--- config.mk ---
export PLATFORM = sky130hd
export DESIGN_NAME = sequence_reorder_window_top
export DESIGN_NICKNAME = d
export VERILOG_FILES = /design/src/sv/srw_pkg.sv /design/src/sv/sequence_reorder_window_top.sv /design/src/sv/srw_ram.sv /design/src/sv/srw_cmd_queue.sv /design/src/sv/srw_front.sv /design/src/sv/srw_back.sv
export SDC_FILE = /design/constraint.sdc
export NUM_CORES = 2
export LEC_CHECK = 0
export BUFFER_PORTS_ARGS = -buffer_cell sky130_fd_sc_hd__clkbuf_2
export CAP_MARGIN = 20
export CORE_ASPECT_RATIO = 1.5
export CORE_MARGIN = 4
export CORE_UTILIZATION = 52
export DETAILED_ROUTE_END_ITERATION = 12
export PLACE_DENSITY_LB_ADDON = 0.08
export SYNTH_ARGS = -nofsm -noshare
export SYNTH_HDL_FRONTEND = slang
export SYNTH_SLANG_ARGS = --single-unit
--- constraint.sdc ---
create_clock -name clock -period 5.46 [get_ports clock]
set_input_delay 0.819 -clock clock [delete_from_list [all_inputs] [get_ports clock]]
set_output_delay 0.819 -clock clock [all_outputs]
set_load 0.1 [all_outputs]
--- src/sv/srw_pkg.sv ---
// ----------------------------------------------------------------------------
// srw_pkg: shared types and constants of the sequence reorder window
// Message and result formats, result kinds and the back-end state encoding.
// ----------------------------------------------------------------------------
package srw_pkg;

   localparam int SEQ_W     = 31;
   localparam int HOST_W    = 8;
   localparam int CONTENT_W = 31;
   localparam int DELIV_W   = 32;
   localparam int DIFF_W    = 33;

   // The last delivered sequence number starts one below zero.
   localparam logic [DELIV_W-1:0] DELIV_RESET = '1;

   typedef enum logic [2:0] {
      KIND_DELIVERED = 3'd0,
      KIND_STORED    = 3'd1,
      KIND_DUPLICATE = 3'd2,
      KIND_STALE     = 3'd3,
      KIND_BEYOND    = 3'd4
   } kind_type;

   typedef struct packed {
      logic [SEQ_W-1:0]     seq_num;
      logic [HOST_W-1:0]    host_id;
      logic [CONTENT_W-1:0] content;
   } req_type;

   typedef struct packed {
      kind_type             kind;
      logic [SEQ_W-1:0]     out_seq;
      logic [HOST_W-1:0]    out_host;
      logic [CONTENT_W-1:0] out_content;
      logic                 last;
   } rsp_type;

   // Classified message handed from the front end to the back end.
   typedef struct packed {
      kind_type kind;
      req_type  msg;
   } cmd_type;

   typedef enum logic [1:0] {
      BK_IDLE,
      BK_SCAN,
      BK_EMIT
   } back_state_type;

endpackage

--- src/sv/sequence_reorder_window_top.sv ---
// ----------------------------------------------------------------------------
// sequence_reorder_window_top: receive-side sliding-window reorder buffer
// Messages arrive out of order and leave in sequence order.
// ----------------------------------------------------------------------------
// A message is presented on req_data and transferred when start is high and
// busy is low. Each message causes one or more results on rsp_data, each one
// valid for exactly one cycle while rsp_strobe is high; rsp_data.last marks
// the final result of a message. The receiver cannot stall the block.
// A stale, out-of-window or duplicate message, or one that is stored without
// completing a run, gives a single result. A message that closes a gap
// releases the whole contiguous run, one delivered result per cycle.
// Busy stays high after a transfer while the message is classified, queued
// and handled, so a new message is taken only once the last one is done.
// The delivery rate is set by the drain, which reads one ring
// slot per cycle from the slot memory. Results are registered and appear in
// the cycle after the internal step that forms them; the last one leaves as busy falls.
// Reset empties the window and sets the last delivered number to minus one;
// slot contents are not cleared.
// ----------------------------------------------------------------------------
module sequence_reorder_window_top #(
   parameter int WINDOW = 32
) (
   input  logic             clock,
   input  logic             reset,
   input  logic             start,
   output logic             busy,
   input  srw_pkg::req_type req_data,
   output logic             rsp_strobe,
   output srw_pkg::rsp_type rsp_data
);

   localparam int SLOT_W  = $clog2(WINDOW);
   localparam int CMD_W   = $bits(srw_pkg::cmd_type);
   localparam int QUEUE_W = CMD_W + SLOT_W;

   logic                        take;
   logic                        front_pending;
   logic                        cmd_push, cmd_pop;
   srw_pkg::cmd_type            front_cmd, back_cmd;
   logic [SLOT_W-1:0]           front_slot, back_slot;
   logic [QUEUE_W-1:0]          queue_out;
   logic                        queue_not_empty, queue_full;
   logic [WINDOW-1:0]           valid_vec;
   logic [SLOT_W-1:0]           base_slot;
   logic [srw_pkg::DELIV_W-1:0] last_delivered;
   logic                        back_idle;

   assign take = start && !busy;
   assign busy = front_pending || queue_not_empty || queue_full || !back_idle;

   srw_front #(
      .WINDOW (WINDOW)
   ) u_front (
      .clock          (clock),
      .reset          (reset),
      .take           (take),
      .req_data       (req_data),
      .valid_vec      (valid_vec),
      .base_slot      (base_slot),
      .last_delivered (last_delivered),
      .pending        (front_pending),
      .cmd_push       (cmd_push),
      .cmd_data       (front_cmd),
      .cmd_slot       (front_slot)
   );

   srw_cmd_queue #(
      .DATA_W (QUEUE_W),
      .DEPTH  (2)
   ) u_queue (
      .clock     (clock),
      .reset     (reset),
      .push      (cmd_push),
      .push_data ({front_cmd, front_slot}),
      .pop       (cmd_pop),
      .not_empty (queue_not_empty),
      .full      (queue_full),
      .pop_data  (queue_out)
   );

   assign back_cmd  = queue_out[QUEUE_W-1:SLOT_W];
   assign back_slot = queue_out[SLOT_W-1:0];

   srw_back #(
      .WINDOW (WINDOW)
   ) u_back (
      .clock          (clock),
      .reset          (reset),
      .cmd_valid      (queue_not_empty),
      .cmd_data       (back_cmd),
      .cmd_slot       (back_slot),
      .cmd_pop        (cmd_pop),
      .valid_vec      (valid_vec),
      .base_slot      (base_slot),
      .last_delivered (last_delivered),
      .idle           (back_idle),
      .rsp_strobe     (rsp_strobe),
      .rsp_data       (rsp_data)
   );

endmodule

--- src/sv/srw_ram.sv ---
// ----------------------------------------------------------------------------
// srw_ram: generic single-write, single-read RAM
// One write port and one read port with registered read data.
// ----------------------------------------------------------------------------
module srw_ram #(
   parameter int WIDTH = 8,
   parameter int DEPTH = 32
) (
   input  logic                     clock,
   input  logic                     wr_en,
   input  logic [$clog2(DEPTH)-1:0] wr_addr,
   input  logic [WIDTH-1:0]         wr_data,
   input  logic [$clog2(DEPTH)-1:0] rd_addr,
   output logic [WIDTH-1:0]         rd_data
);

   logic [WIDTH-1:0] mem_ff [DEPTH];
   logic [WIDTH-1:0] rd_data_ff;

   always_ff @(posedge clock) begin
      if (wr_en) begin
         mem_ff[wr_addr] <= wr_data;
      end
      rd_data_ff <= mem_ff[rd_addr];
   end

   assign rd_data = rd_data_ff;

endmodule

--- src/sv/srw_cmd_queue.sv ---
// ----------------------------------------------------------------------------
// srw_cmd_queue: short command queue between front end and back end
// A small first-in first-out buffer of classified messages.
// ----------------------------------------------------------------------------
module srw_cmd_queue #(
   parameter int DATA_W = 8,
   parameter int DEPTH  = 2
) (
   input  logic              clock,
   input  logic              reset,
   input  logic              push,
   input  logic [DATA_W-1:0] push_data,
   input  logic              pop,
   output logic              not_empty,
   output logic              full,
   output logic [DATA_W-1:0] pop_data
);

   localparam int PTR_W = (DEPTH > 1) ? $clog2(DEPTH) : 1;
   localparam int CNT_W = $clog2(DEPTH + 1);

   logic [DATA_W-1:0] entry_ff [DEPTH];
   logic [PTR_W-1:0]  wr_ptr_ff, wr_ptr_in;
   logic [PTR_W-1:0]  rd_ptr_ff, rd_ptr_in;
   logic [CNT_W-1:0]  count_ff, count_in;
   logic              do_push, do_pop;

   assign not_empty = (count_ff != '0);
   assign full      = (count_ff == CNT_W'(DEPTH));
   assign do_push   = push && !full;
   assign do_pop    = pop && not_empty;
   assign pop_data  = entry_ff[rd_ptr_ff];

   always_comb begin
      wr_ptr_in = wr_ptr_ff;
      rd_ptr_in = rd_ptr_ff;
      count_in  = count_ff;
      if (do_push) begin
         wr_ptr_in = (wr_ptr_ff == PTR_W'(DEPTH - 1)) ? '0 : wr_ptr_ff + 1'b1;
      end
      if (do_pop) begin
         rd_ptr_in = (rd_ptr_ff == PTR_W'(DEPTH - 1)) ? '0 : rd_ptr_ff + 1'b1;
      end
      if (do_push && !do_pop) begin
         count_in = count_ff + 1'b1;
      end else if (do_pop && !do_push) begin
         count_in = count_ff - 1'b1;
      end
   end

   always_ff @(posedge clock) begin
      if (reset) begin
         wr_ptr_ff <= '0;
         rd_ptr_ff <= '0;
         count_ff  <= '0;
      end else begin
         wr_ptr_ff <= wr_ptr_in;
         rd_ptr_ff <= rd_ptr_in;
         count_ff  <= count_in;
      end
   end

   always_ff @(posedge clock) begin
      if (do_push) begin
         entry_ff[wr_ptr_ff] <= push_data;
      end
   end

endmodule

--- src/sv/srw_front.sv ---
// ----------------------------------------------------------------------------
// srw_front: message intake and classification
// Registers an accepted message, measures its offset from the last delivered
// sequence number and tags it as stale, beyond window, duplicate or storable.
// ----------------------------------------------------------------------------
module srw_front #(
   parameter int WINDOW = 32
) (
   input  logic                        clock,
   input  logic                        reset,
   input  logic                        take,
   input  srw_pkg::req_type            req_data,
   input  logic [WINDOW-1:0]           valid_vec,
   input  logic [$clog2(WINDOW)-1:0]   base_slot,
   input  logic [srw_pkg::DELIV_W-1:0] last_delivered,
   output logic                        pending,
   output logic                        cmd_push,
   output srw_pkg::cmd_type            cmd_data,
   output logic [$clog2(WINDOW)-1:0]   cmd_slot
);

   localparam int SLOT_W = $clog2(WINDOW);

   srw_pkg::req_type              msg_ff;
   logic                          pend_ff, pend_in;
   logic [srw_pkg::DIFF_W-1:0]    diff;
   logic                          is_stale, is_beyond;
   logic [SLOT_W:0]               slot_sum;
   logic [SLOT_W-1:0]             slot;

   always_comb begin
      pend_in = pend_ff;
      if (take) begin
         pend_in = 1'b1;
      end else if (pend_ff) begin
         pend_in = 1'b0;
      end
   end

   always_ff @(posedge clock) begin
      if (reset) begin
         pend_ff <= 1'b0;
      end else begin
         pend_ff <= pend_in;
      end
   end

   always_ff @(posedge clock) begin
      if (take) begin
         msg_ff <= req_data;
      end
   end

   // The offset is exact: both operands are widened before the subtraction.
   assign diff = {2'b00, msg_ff.seq_num} - {last_delivered[srw_pkg::DELIV_W-1], last_delivered};
   assign is_stale  = diff[srw_pkg::DIFF_W-1] || (diff == '0);
   assign is_beyond = !diff[srw_pkg::DIFF_W-1] && (diff >= srw_pkg::DIFF_W'(WINDOW));

   assign slot_sum = {1'b0, base_slot} + {1'b0, diff[SLOT_W-1:0]};
   assign slot     = (slot_sum >= (SLOT_W + 1)'(WINDOW))
                     ? SLOT_W'(slot_sum - (SLOT_W + 1)'(WINDOW))
                     : slot_sum[SLOT_W-1:0];

   always_comb begin
      cmd_data.msg = msg_ff;
      if (is_stale) begin
         cmd_data.kind = srw_pkg::KIND_STALE;
      end else if (is_beyond) begin
         cmd_data.kind = srw_pkg::KIND_BEYOND;
      end else if (valid_vec[slot]) begin
         cmd_data.kind = srw_pkg::KIND_DUPLICATE;
      end else begin
         cmd_data.kind = srw_pkg::KIND_STORED;
      end
   end

   assign cmd_slot = slot;
   assign cmd_push = pend_ff;
   assign pending  = pend_ff;

endmodule

--- src/sv/srw_back.sv ---
// ----------------------------------------------------------------------------
// srw_back: slot store and in-order drain
// Writes storable messages into the ring, then delivers the contiguous run of
// valid slots after the base one per cycle, and reports the other outcomes.
// ----------------------------------------------------------------------------
module srw_back #(
   parameter int WINDOW = 32
) (
   input  logic                        clock,
   input  logic                        reset,
   input  logic                        cmd_valid,
   input  srw_pkg::cmd_type            cmd_data,
   input  logic [$clog2(WINDOW)-1:0]   cmd_slot,
   output logic                        cmd_pop,
   output logic [WINDOW-1:0]           valid_vec,
   output logic [$clog2(WINDOW)-1:0]   base_slot,
   output logic [srw_pkg::DELIV_W-1:0] last_delivered,
   output logic                        idle,
   output logic                        rsp_strobe,
   output srw_pkg::rsp_type            rsp_data
);

   localparam int SLOT_W = $clog2(WINDOW);
   localparam int DATA_W = srw_pkg::HOST_W + srw_pkg::CONTENT_W;

   srw_pkg::back_state_type       state_ff, state_in;
   logic [WINDOW-1:0]             valid_ff, valid_in;
   logic [SLOT_W-1:0]             base_ff, base_in;
   logic [srw_pkg::DELIV_W-1:0]   deliv_ff, deliv_in;
   logic [SLOT_W-1:0]             count_ff, count_in;
   logic [srw_pkg::SEQ_W-1:0]     seq_ff, seq_in;
   logic                          strobe_ff, strobe_in;
   srw_pkg::rsp_type              rsp_ff, rsp_in;

   logic [SLOT_W-1:0]             next_slot;
   logic                          more;
   logic                          do_write, do_step;
   logic [DATA_W-1:0]             rd_data;

   assign next_slot = (base_ff == SLOT_W'(WINDOW - 1)) ? '0 : base_ff + 1'b1;
   assign more      = valid_ff[next_slot] && (count_ff != SLOT_W'(WINDOW - 1));

   srw_ram #(
      .WIDTH (DATA_W),
      .DEPTH (WINDOW)
   ) u_store (
      .clock   (clock),
      .wr_en   (do_write),
      .wr_addr (cmd_slot),
      .wr_data ({cmd_data.msg.host_id, cmd_data.msg.content}),
      .rd_addr (next_slot),
      .rd_data (rd_data)
   );

   // Next state.
   always_comb begin
      state_in = state_ff;
      case (state_ff)
         srw_pkg::BK_IDLE: begin
            if (cmd_valid && (cmd_data.kind == srw_pkg::KIND_STORED)) begin
               state_in = srw_pkg::BK_SCAN;
            end
         end
         srw_pkg::BK_SCAN, srw_pkg::BK_EMIT: begin
            state_in = more ? srw_pkg::BK_EMIT : srw_pkg::BK_IDLE;
         end
         default: state_in = srw_pkg::BK_IDLE;
      endcase
   end

   // Actions and the result of each state.
   always_comb begin
      cmd_pop   = 1'b0;
      do_write  = 1'b0;
      do_step   = 1'b0;
      strobe_in = 1'b0;
      rsp_in    = '0;
      seq_in    = seq_ff;
      case (state_ff)
         srw_pkg::BK_IDLE: begin
            if (cmd_valid) begin
               cmd_pop = 1'b1;
               seq_in  = cmd_data.msg.seq_num;
               if (cmd_data.kind == srw_pkg::KIND_STORED) begin
                  do_write = 1'b1;
               end else begin
                  strobe_in      = 1'b1;
                  rsp_in.kind    = cmd_data.kind;
                  rsp_in.out_seq = cmd_data.msg.seq_num;
                  rsp_in.last    = 1'b1;
               end
            end
         end
         srw_pkg::BK_SCAN: begin
            do_step = more;
            if (!more) begin
               strobe_in      = 1'b1;
               rsp_in.kind    = srw_pkg::KIND_STORED;
               rsp_in.out_seq = seq_ff;
               rsp_in.last    = 1'b1;
            end
         end
         srw_pkg::BK_EMIT: begin
            // The read data belongs to the slot released in the previous cycle.
            do_step            = more;
            strobe_in          = 1'b1;
            rsp_in.kind        = srw_pkg::KIND_DELIVERED;
            rsp_in.out_seq     = deliv_ff[srw_pkg::SEQ_W-1:0];
            rsp_in.out_host    = rd_data[DATA_W-1:srw_pkg::CONTENT_W];
            rsp_in.out_content = rd_data[srw_pkg::CONTENT_W-1:0];
            rsp_in.last        = !more;
         end
         default: begin
            strobe_in = 1'b0;
         end
      endcase
   end

   always_comb begin
      valid_in = valid_ff;
      base_in  = base_ff;
      deliv_in = deliv_ff;
      count_in = count_ff;
      if (do_write) begin
         valid_in[cmd_slot] = 1'b1;
         count_in           = '0;
      end
      if (do_step) begin
         valid_in[next_slot] = 1'b0;
         base_in             = next_slot;
         deliv_in            = deliv_ff + 1'b1;
         count_in            = count_ff + 1'b1;
      end
   end

   always_ff @(posedge clock) begin
      if (reset) begin
         state_ff  <= srw_pkg::BK_IDLE;
         valid_ff  <= '0;
         base_ff   <= SLOT_W'(WINDOW - 1);
         deliv_ff  <= srw_pkg::DELIV_RESET;
         count_ff  <= '0;
         strobe_ff <= 1'b0;
      end else begin
         state_ff  <= state_in;
         valid_ff  <= valid_in;
         base_ff   <= base_in;
         deliv_ff  <= deliv_in;
         count_ff  <= count_in;
         strobe_ff <= strobe_in;
      end
   end

   always_ff @(posedge clock) begin
      seq_ff <= seq_in;
      rsp_ff <= rsp_in;
   end

   assign valid_vec      = valid_ff;
   assign base_slot      = base_ff;
   assign last_delivered = deliv_ff;
   assign idle           = (state_ff == srw_pkg::BK_IDLE);
   assign rsp_strobe     = strobe_ff;
   assign rsp_data       = rsp_ff;

endmodule

# [Word level (Yosys, flattened, before mapping)]
# Memories as Yosys holds them, arrays and structs flattened. A register that Yosys moved wholly into a read port is not among the register bits.
# Cells that the tools add are included.
[word_totals] ram_bits=1404 mem_count=2 reg_bits=257
[memory_table] memory="u_back.u_store.mem_ff" depth=32 word_bits=39 read_ports=1 rd_ports_with_merged_regs=1 write_ports=1 line_no="srw_ram.sv:17" source="logic [WIDTH-1:0] mem_ff [DEPTH];"
[memory_table] memory="u_queue.entry_ff" depth=2 word_bits=78 read_ports=1 rd_ports_with_merged_regs=1 write_ports=1 line_no="srw_cmd_queue.sv:22" source="logic [DATA_W-1:0] entry_ff [DEPTH];"
[classes] addsub=10 bitwise_logic=3 eq_ne=7 n_lt_le_gt_ge=7 muxes=46 n_reduce_logical=28
[op_table] cell="case mux 34 bit (3 select lines)" count=1
[op_table] cell="2-to-1 mux 32 bit" count=3
[op_table] cell="2-to-1 mux 34 bit" count=2
[op_table] cell=">= comparator 33 x 6 -> 1 bit (second input constant)" count=1
[op_table] cell="zero test 33 bit" count=1
[op_table] cell="subtractor 32 x 32 -> 33 bit" count=1
[op_table] cell="adder 32 x 1 -> 32 bit (second input constant)" count=1
[op_table] cell="AND 32 bit" count=1
[op_table] cell="NOT 32 bit" count=1
[op_table] cell="bitwise OR 32 bit" count=1
[op_table] cell="2-to-1 mux 1 bit" count=22
[op_table] cell="2-to-1 mux 5 bit" count=4
[op_table] cell="less-than comparator 5 x 6 -> 1 bit (second input constant)" count=3
[op_table] cell="adder 5 x 1 -> 5 bit (second input constant)" count=2
[op_table] cell="binary-select mux 1 bit (select 5 bit)" count=2
[op_table] cell="demux 1 bit (select 5 bit)" count=2
[op_table] cell=">= comparator 5 x 1 -> 1 bit (second input constant)" count=2
[op_table] cell="logical AND 1 bit" count=10
[op_table] cell="2-to-1 mux 2 bit" count=5
[op_table] cell="zero test 1 bit" count=7
[op_table] cell="adder 5 x 5 -> 6 bit" count=1
[op_table] cell=">= comparator 6 bit (second input constant)" count=1
[op_table] cell="2-to-1 mux 3 bit" count=2
[op_table] cell="case mux 1 bit (3 select lines)" count=2
[op_table] cell="16 further kinds" count=23

# [Depth between registers and ports, before layout]
[depth] word_depth=9 mapped_depth=15 depth_no_buf=15

# [By module]
# A second synthesis with hierarchy kept.
[unflattened] hier_cells=4166 area_unflattened_um2=67581.1
[by_module_without_submodules] module="srw_ram" cells_per_inst=2743 n_inst=1 area_each_um2=49497.5 seq_area_each_um2=38256.7
[by_module_without_submodules] module="srw_back" cells_per_inst=697 n_inst=1 area_each_um2=7233.2 seq_area_each_um2=3953.8
[by_module_without_submodules] module="srw_cmd_queue" cells_per_inst=268 n_inst=1 area_each_um2=5928.2 seq_area_each_um2=4784.6
[by_module_without_submodules] module="srw_front" cells_per_inst=455 n_inst=1 area_each_um2=4898.4 seq_area_each_um2=2122.0
[by_module_without_submodules] module="sequence_reorder_window_top" cells_per_inst=3 n_inst=1 area_each_um2=23.8 seq_area_each_um2=0.0

# [Worst setup path after synthesis]
# OpenSTA, ideal clock, no wires.
[synth_timing] path_type="register to register" startpoint="reg u_queue.count_ff[0]" endpoint="mem u_queue.entry_ff[0][0] (netlist name) (enable)" path_buffers=0 stages_incl_launch_ff=3 arrival_time_ps=3885 slack_ps=1060 required_ps=4945 setup_time_ps=515 cell_sequence="dfxtp_1 -> o21ai_0 -> nor2_1"
[synth_via] elab_chain_cells=5
[synth_lines] item="start: declaration" line_no="srw_cmd_queue.sv:25" source="logic [CNT_W-1:0] count_ff, count_in;"
[synth_lines] item="start signal: assignment" line_no="srw_cmd_queue.sv:59" source="count_ff <= count_in;"
[synth_lines] item="equality test 2 bit" line_no="srw_cmd_queue.sv:29" source="assign full = (count_ff == CNT_W'(DEPTH));"
[synth_lines] item="zero test 1 bit" line_no="srw_cmd_queue.sv:30" source="assign do_push = push && !full;"
[synth_lines] item="logical AND 1 bit" line_no="srw_cmd_queue.sv:30"
[synth_lines] item="2-to-1 mux 1 bit" line_no="srw_cmd_queue.sv:64" source="if (do_push) begin"
[synth_lines] item="2-to-1 mux 1 bit (implied by the code)" line_no="srw_cmd_queue.sv:65" source="entry_ff[wr_ptr_ff] <= push_data;"
[synth_lines] item="end: declaration" line_no="srw_cmd_queue.sv:22"
# No other way between the ends.

==> flow_metrics.py <==
metrics = {
    "setup_path": {
        "worstPathRequired_ns": 6.10,
        "worst-setup-path-type": "flop to flop",
        "crit_arrival_ns": 5.35,
        "end_kind": "flop",
        "startpoint": "u_back.base_slot[0]",
        "r2r_start": "u_back.base_slot[0]",
        "start_kind": "flop",
        "cp_max_fo": 33,
    },
    "grt": {
        "antenna_found_initial": 3,
        "grt_pass1_wl_mm": 241,
        "grt.total_usage_pct": 25.9,
        "grt_max_degree": 130,
        "grt-ovfl-total": 0,
        "grt_pass1_vias": 34900,
    },
    "power": {
        "peakVddDrop_v": 0.000446,
        "p_int_mw": 22.6,
        "pwr-share-seq_pct": 52.6,
        "p_sw_mw": 7.57,
        "power_leakage_nw": 23.7,
        "p_comb_share_pct": 10.6,
        "p_clk_share_pct": 36.8,
        "power_density_nw_per_um2": 411,
        "switching_share_pct": 25.1,
    },
    "die": {
        "die_width_um": 296,
        "rows": 158,
        "die_area_um2": 130000,
        "coreArea_um2": 124000,
        "start_util_pct": 52.3,
        "die-height_um": 440,
        "io_pins": 149,
    },
    "placement": {
        "place.gp.congestion": 0.842,
        "dpl.cell_count": 4986,
        "io_buffers": 148,
        "place_hpwl_mm": 91.9,
        "post_dp_cell_area_um2": 68200,
        "pre_cts_slack_ns": 0.851,
    },
    "synth": {
        "yosysWarningCount": 0,
        "synth_ff_type": "edfxtp_1",
        "synth_cells": 3331,
        "synth-seq-cells": 1701,
        "netlist_area_um2": 64800,
        "synth_enable_flop_cells": 1505,
        "avgSynthCellArea_um2": 19.4,
        "synth_nets": 3454,
        "async_flop_share_pct": 0,
        "seq_area_frac_synth_pct": 75.9,
        "synth_cell_type_count": 68,
    },
    "sta": {
        "setup_viol": 0,
        "post-route-min-period_ns": 4.71,
        "setup_tns_ns": 0,
        "hold_viol": 0,
        "max_slew_margin_pct": 23.4,
        "setup_ws_ns": 0.752,
        "post-route-period-util_pct": 86.2,
        "fmax_ghz": 0.212,
        "tightest_slew_ns": 1.15,
        "fin_worst_skew_ns": 0.0344,
        "rsz0062_at_grt": "false",
        "maxSlewViolCount": 0,
    },
    "layout": {
        "final_common_cell": "edfxtp_1",
        "finalNonFillerCells": 5275,
        "layout.nets": 3667,
        "diodes": 0,
        "n_fill_cell": 9010,
        "layout_common_cells": "edfxtp_1, mux4_2, dfxtp_1",
        "drive_above_1_share_pct": 25.3,
        "utilization_pct": 59.3,
        "design_area_um2": 73400,
        "area_growth_pct": 13.4,
    },
    "run": {
        "maxCapViolCount": 0,
    },
    "cts": {
        "clkSinkCount": 1701,
        "cts_resized": 0,
        "cts_buffers": 156,
        "clock_latency_ns": 0.78,
        "post_cts_buffers": 0,
        "htreeDepth": 4,
        "cts_tree": "done",
        "path_clk_slew_ns": 0.07,
        "cts-root-buf": "clkbuf_16",
        "max-clock-path-buffers": 3,
        "cts_hold_buf": 0,
    },
    "drt": {
        "routed_wl_mm": 167,
        "viasPerCell": 6.32,
        "drtPass1Iterations": 6,
        "drc": 0,
        "postRouteAntennaNets": 0,
        "wl_per_cell_um": 31.7,
        "via_count": 33300,
        "drt_iter0_drc": 3437,
    },
    "min_path": {
        "hp-class": "primary input to flop",
        "min_from": "req_data[65]",
    },
    "outcome": {
        "run_status": "finished, final reports clean",
    },
}
## layer usage
layer  GRT usage (%)  vias to the layer above  routed length, um
li1                -                    14000                  -
met1            33.1                    17800              63800
met2            46.0                     1224              88700
met3            3.93                      275               9250
met4            8.04                        0               5270
met5               0                        -                  0
## cells in the mapped netlist (5+ instances only)
| cell type | instances | area share (%) |
|---|---|---|
| a211oi_1 | 13 | 0.15 |
| mux2i_1 | 43 | 0.66 |
| xor2_1 | 10 | 0.14 |
| dfxtp_1 | 196 | 6.1 |
| and4_1 | 5 | 0.068 |
| nor2b_1 | 7 | 0.068 |
| o221ai_1 | 12 | 0.16 |
| nor3_1 | 15 | 0.12 |
| nor2_1 | 117 | 0.68 |
| mux4_2 | 328 | 11 |
| a22oi_1 | 80 | 0.93 |
| nand4_1 | 22 | 0.21 |
| a222oi_1 | 31 | 0.48 |
| a211o_1 | 5 | 0.068 |
| o211ai_1 | 10 | 0.12 |
| mux2_2 | 72 | 1.3 |
| o21ai_1 | 17 | 0.13 |
| nand3_1 | 28 | 0.22 |
| nor4b_1 | 5 | 0.068 |
| inv_1 | 64 | 0.37 |
| xnor2_1 | 37 | 0.50 |
| buf_1 | 36 | 0.21 |
| nand2_1 | 132 | 0.77 |
| or3_1 | 8 | 0.077 |
| nor3b_1 | 6 | 0.070 |
| clkbuf_1 | 121 | 0.70 |
| o32ai_1 | 6 | 0.081 |
| a31oi_1 | 28 | 0.27 |
| ha_1 | 48 | 0.93 |
| edfxtp_1 | 1505 | 70 |
| and3_1 | 8 | 0.077 |
| buf_2 | 15 | 0.12 |
| o21ai_0 | 51 | 0.39 |
| nand2b_1 | 8 | 0.077 |
| a21oi_1 | 78 | 0.60 |
| nor4_1 | 18 | 0.17 |
| and2_1 | 45 | 0.43 |
| a221oi_1 | 27 | 0.37 |
| o21a_1 | 11 | 0.13 |
| a22o_1 | 10 | 0.14 |
## kinds of logic (layout without fill, tap and decap cells)
logic type | Yosys count | in the layout | synth area share (%)
flops | 1701 | 1701 | 75.9
mux | 445 | 445 | 13.4
simple gates | 438 | 438 | 3.28
compound gates | 411 | 411 | 4.44
buf+inv | 239 | 583 | 1.43
fa+ha+maj | 50 | 50 | 0.989
xor+xnor | 47 | 47 | 0.636
## path summary, 6_finish.rpt
path                                to  slack (ns)  cells after the start
setup / recovery   u_back.rsp_data[58]        0.75                     11
hold / removal    u_front.cmd_data[65]        0.21                      1
hold reg to reg    u_back.rsp_data[20]        0.44                      1
setup reg to reg   u_back.rsp_data[58]        0.75                     11
## area by class of cell
cell class / count / area, um^2 / share of cell area [%]
Timing Repair Buffer: 230 / 1750 / 2.39
Clock buffer: 210 / 4390 / 5.97
Tap cell: 1600 / 2000 / 2.73
Inverter: 64 / 240 / 0.327
Sequential cell: 1701 / 49100 / 66.9
Clock inverter: 79 / 850 / 1.16
Multi-Input combinational cell: 1391 / 15100 / 20.5
## flip-flops by register name (all words and copies together), names as in the netlist, named ones only
register	count
u_back.u_store.mem_ff	1248
u_queue.entry_ff	156
u_back.rsp_data	74
u_front.cmd_data	70
u_back.u_store.rd_data	39
u_back.last_delivered	32
u_back.valid_vec	32
u_back.seq_ff	31
u_back.base_slot	5
u_back.count_ff	5
u_back.state_ff	2
u_queue.count_ff	2
u_back.rsp_strobe	1
u_front.cmd_push	1
u_queue.rd_ptr_ff	1
u_queue.wr_ptr_ff	1
## metrics by stage
step	hold slack (ns)	total power, mW
finish	0.212	30.2
global route	0.168	31.2
CTS	0.145	30.4
detailed placement	0.420	19.4
global placement	0.422	19.2
floorplan	0.412	18.3
## power by group through the flow
stage,combinational (mW),sequential (mW),clock [mW]
2_1_floorplan,1.51,16.7,0
3_3_place_gp,3.09,16.1,0
3_5_place_dp,3.22,16.1,0
4_1_cts,3.23,15.9,11.3
5_1_grt,3.44,15.9,11.8
6_report,3.20,15.9,11.1
## worst max-delay path: stages, from the launching register on
cell and delay [ns]:
dfxtp_1 0.40, ha_1 0.30, and3_1 0.21, ha_1 0.30, nor2_4 0.58, mux2i_1 0.19, mux4_2 0.48, o22ai_1 0.52
o21bai_1 0.30, and2_2 0.55, a222oi_1 0.65, nor2_1 0.08
No activity file was read; power rests on OpenSTA's default activity.
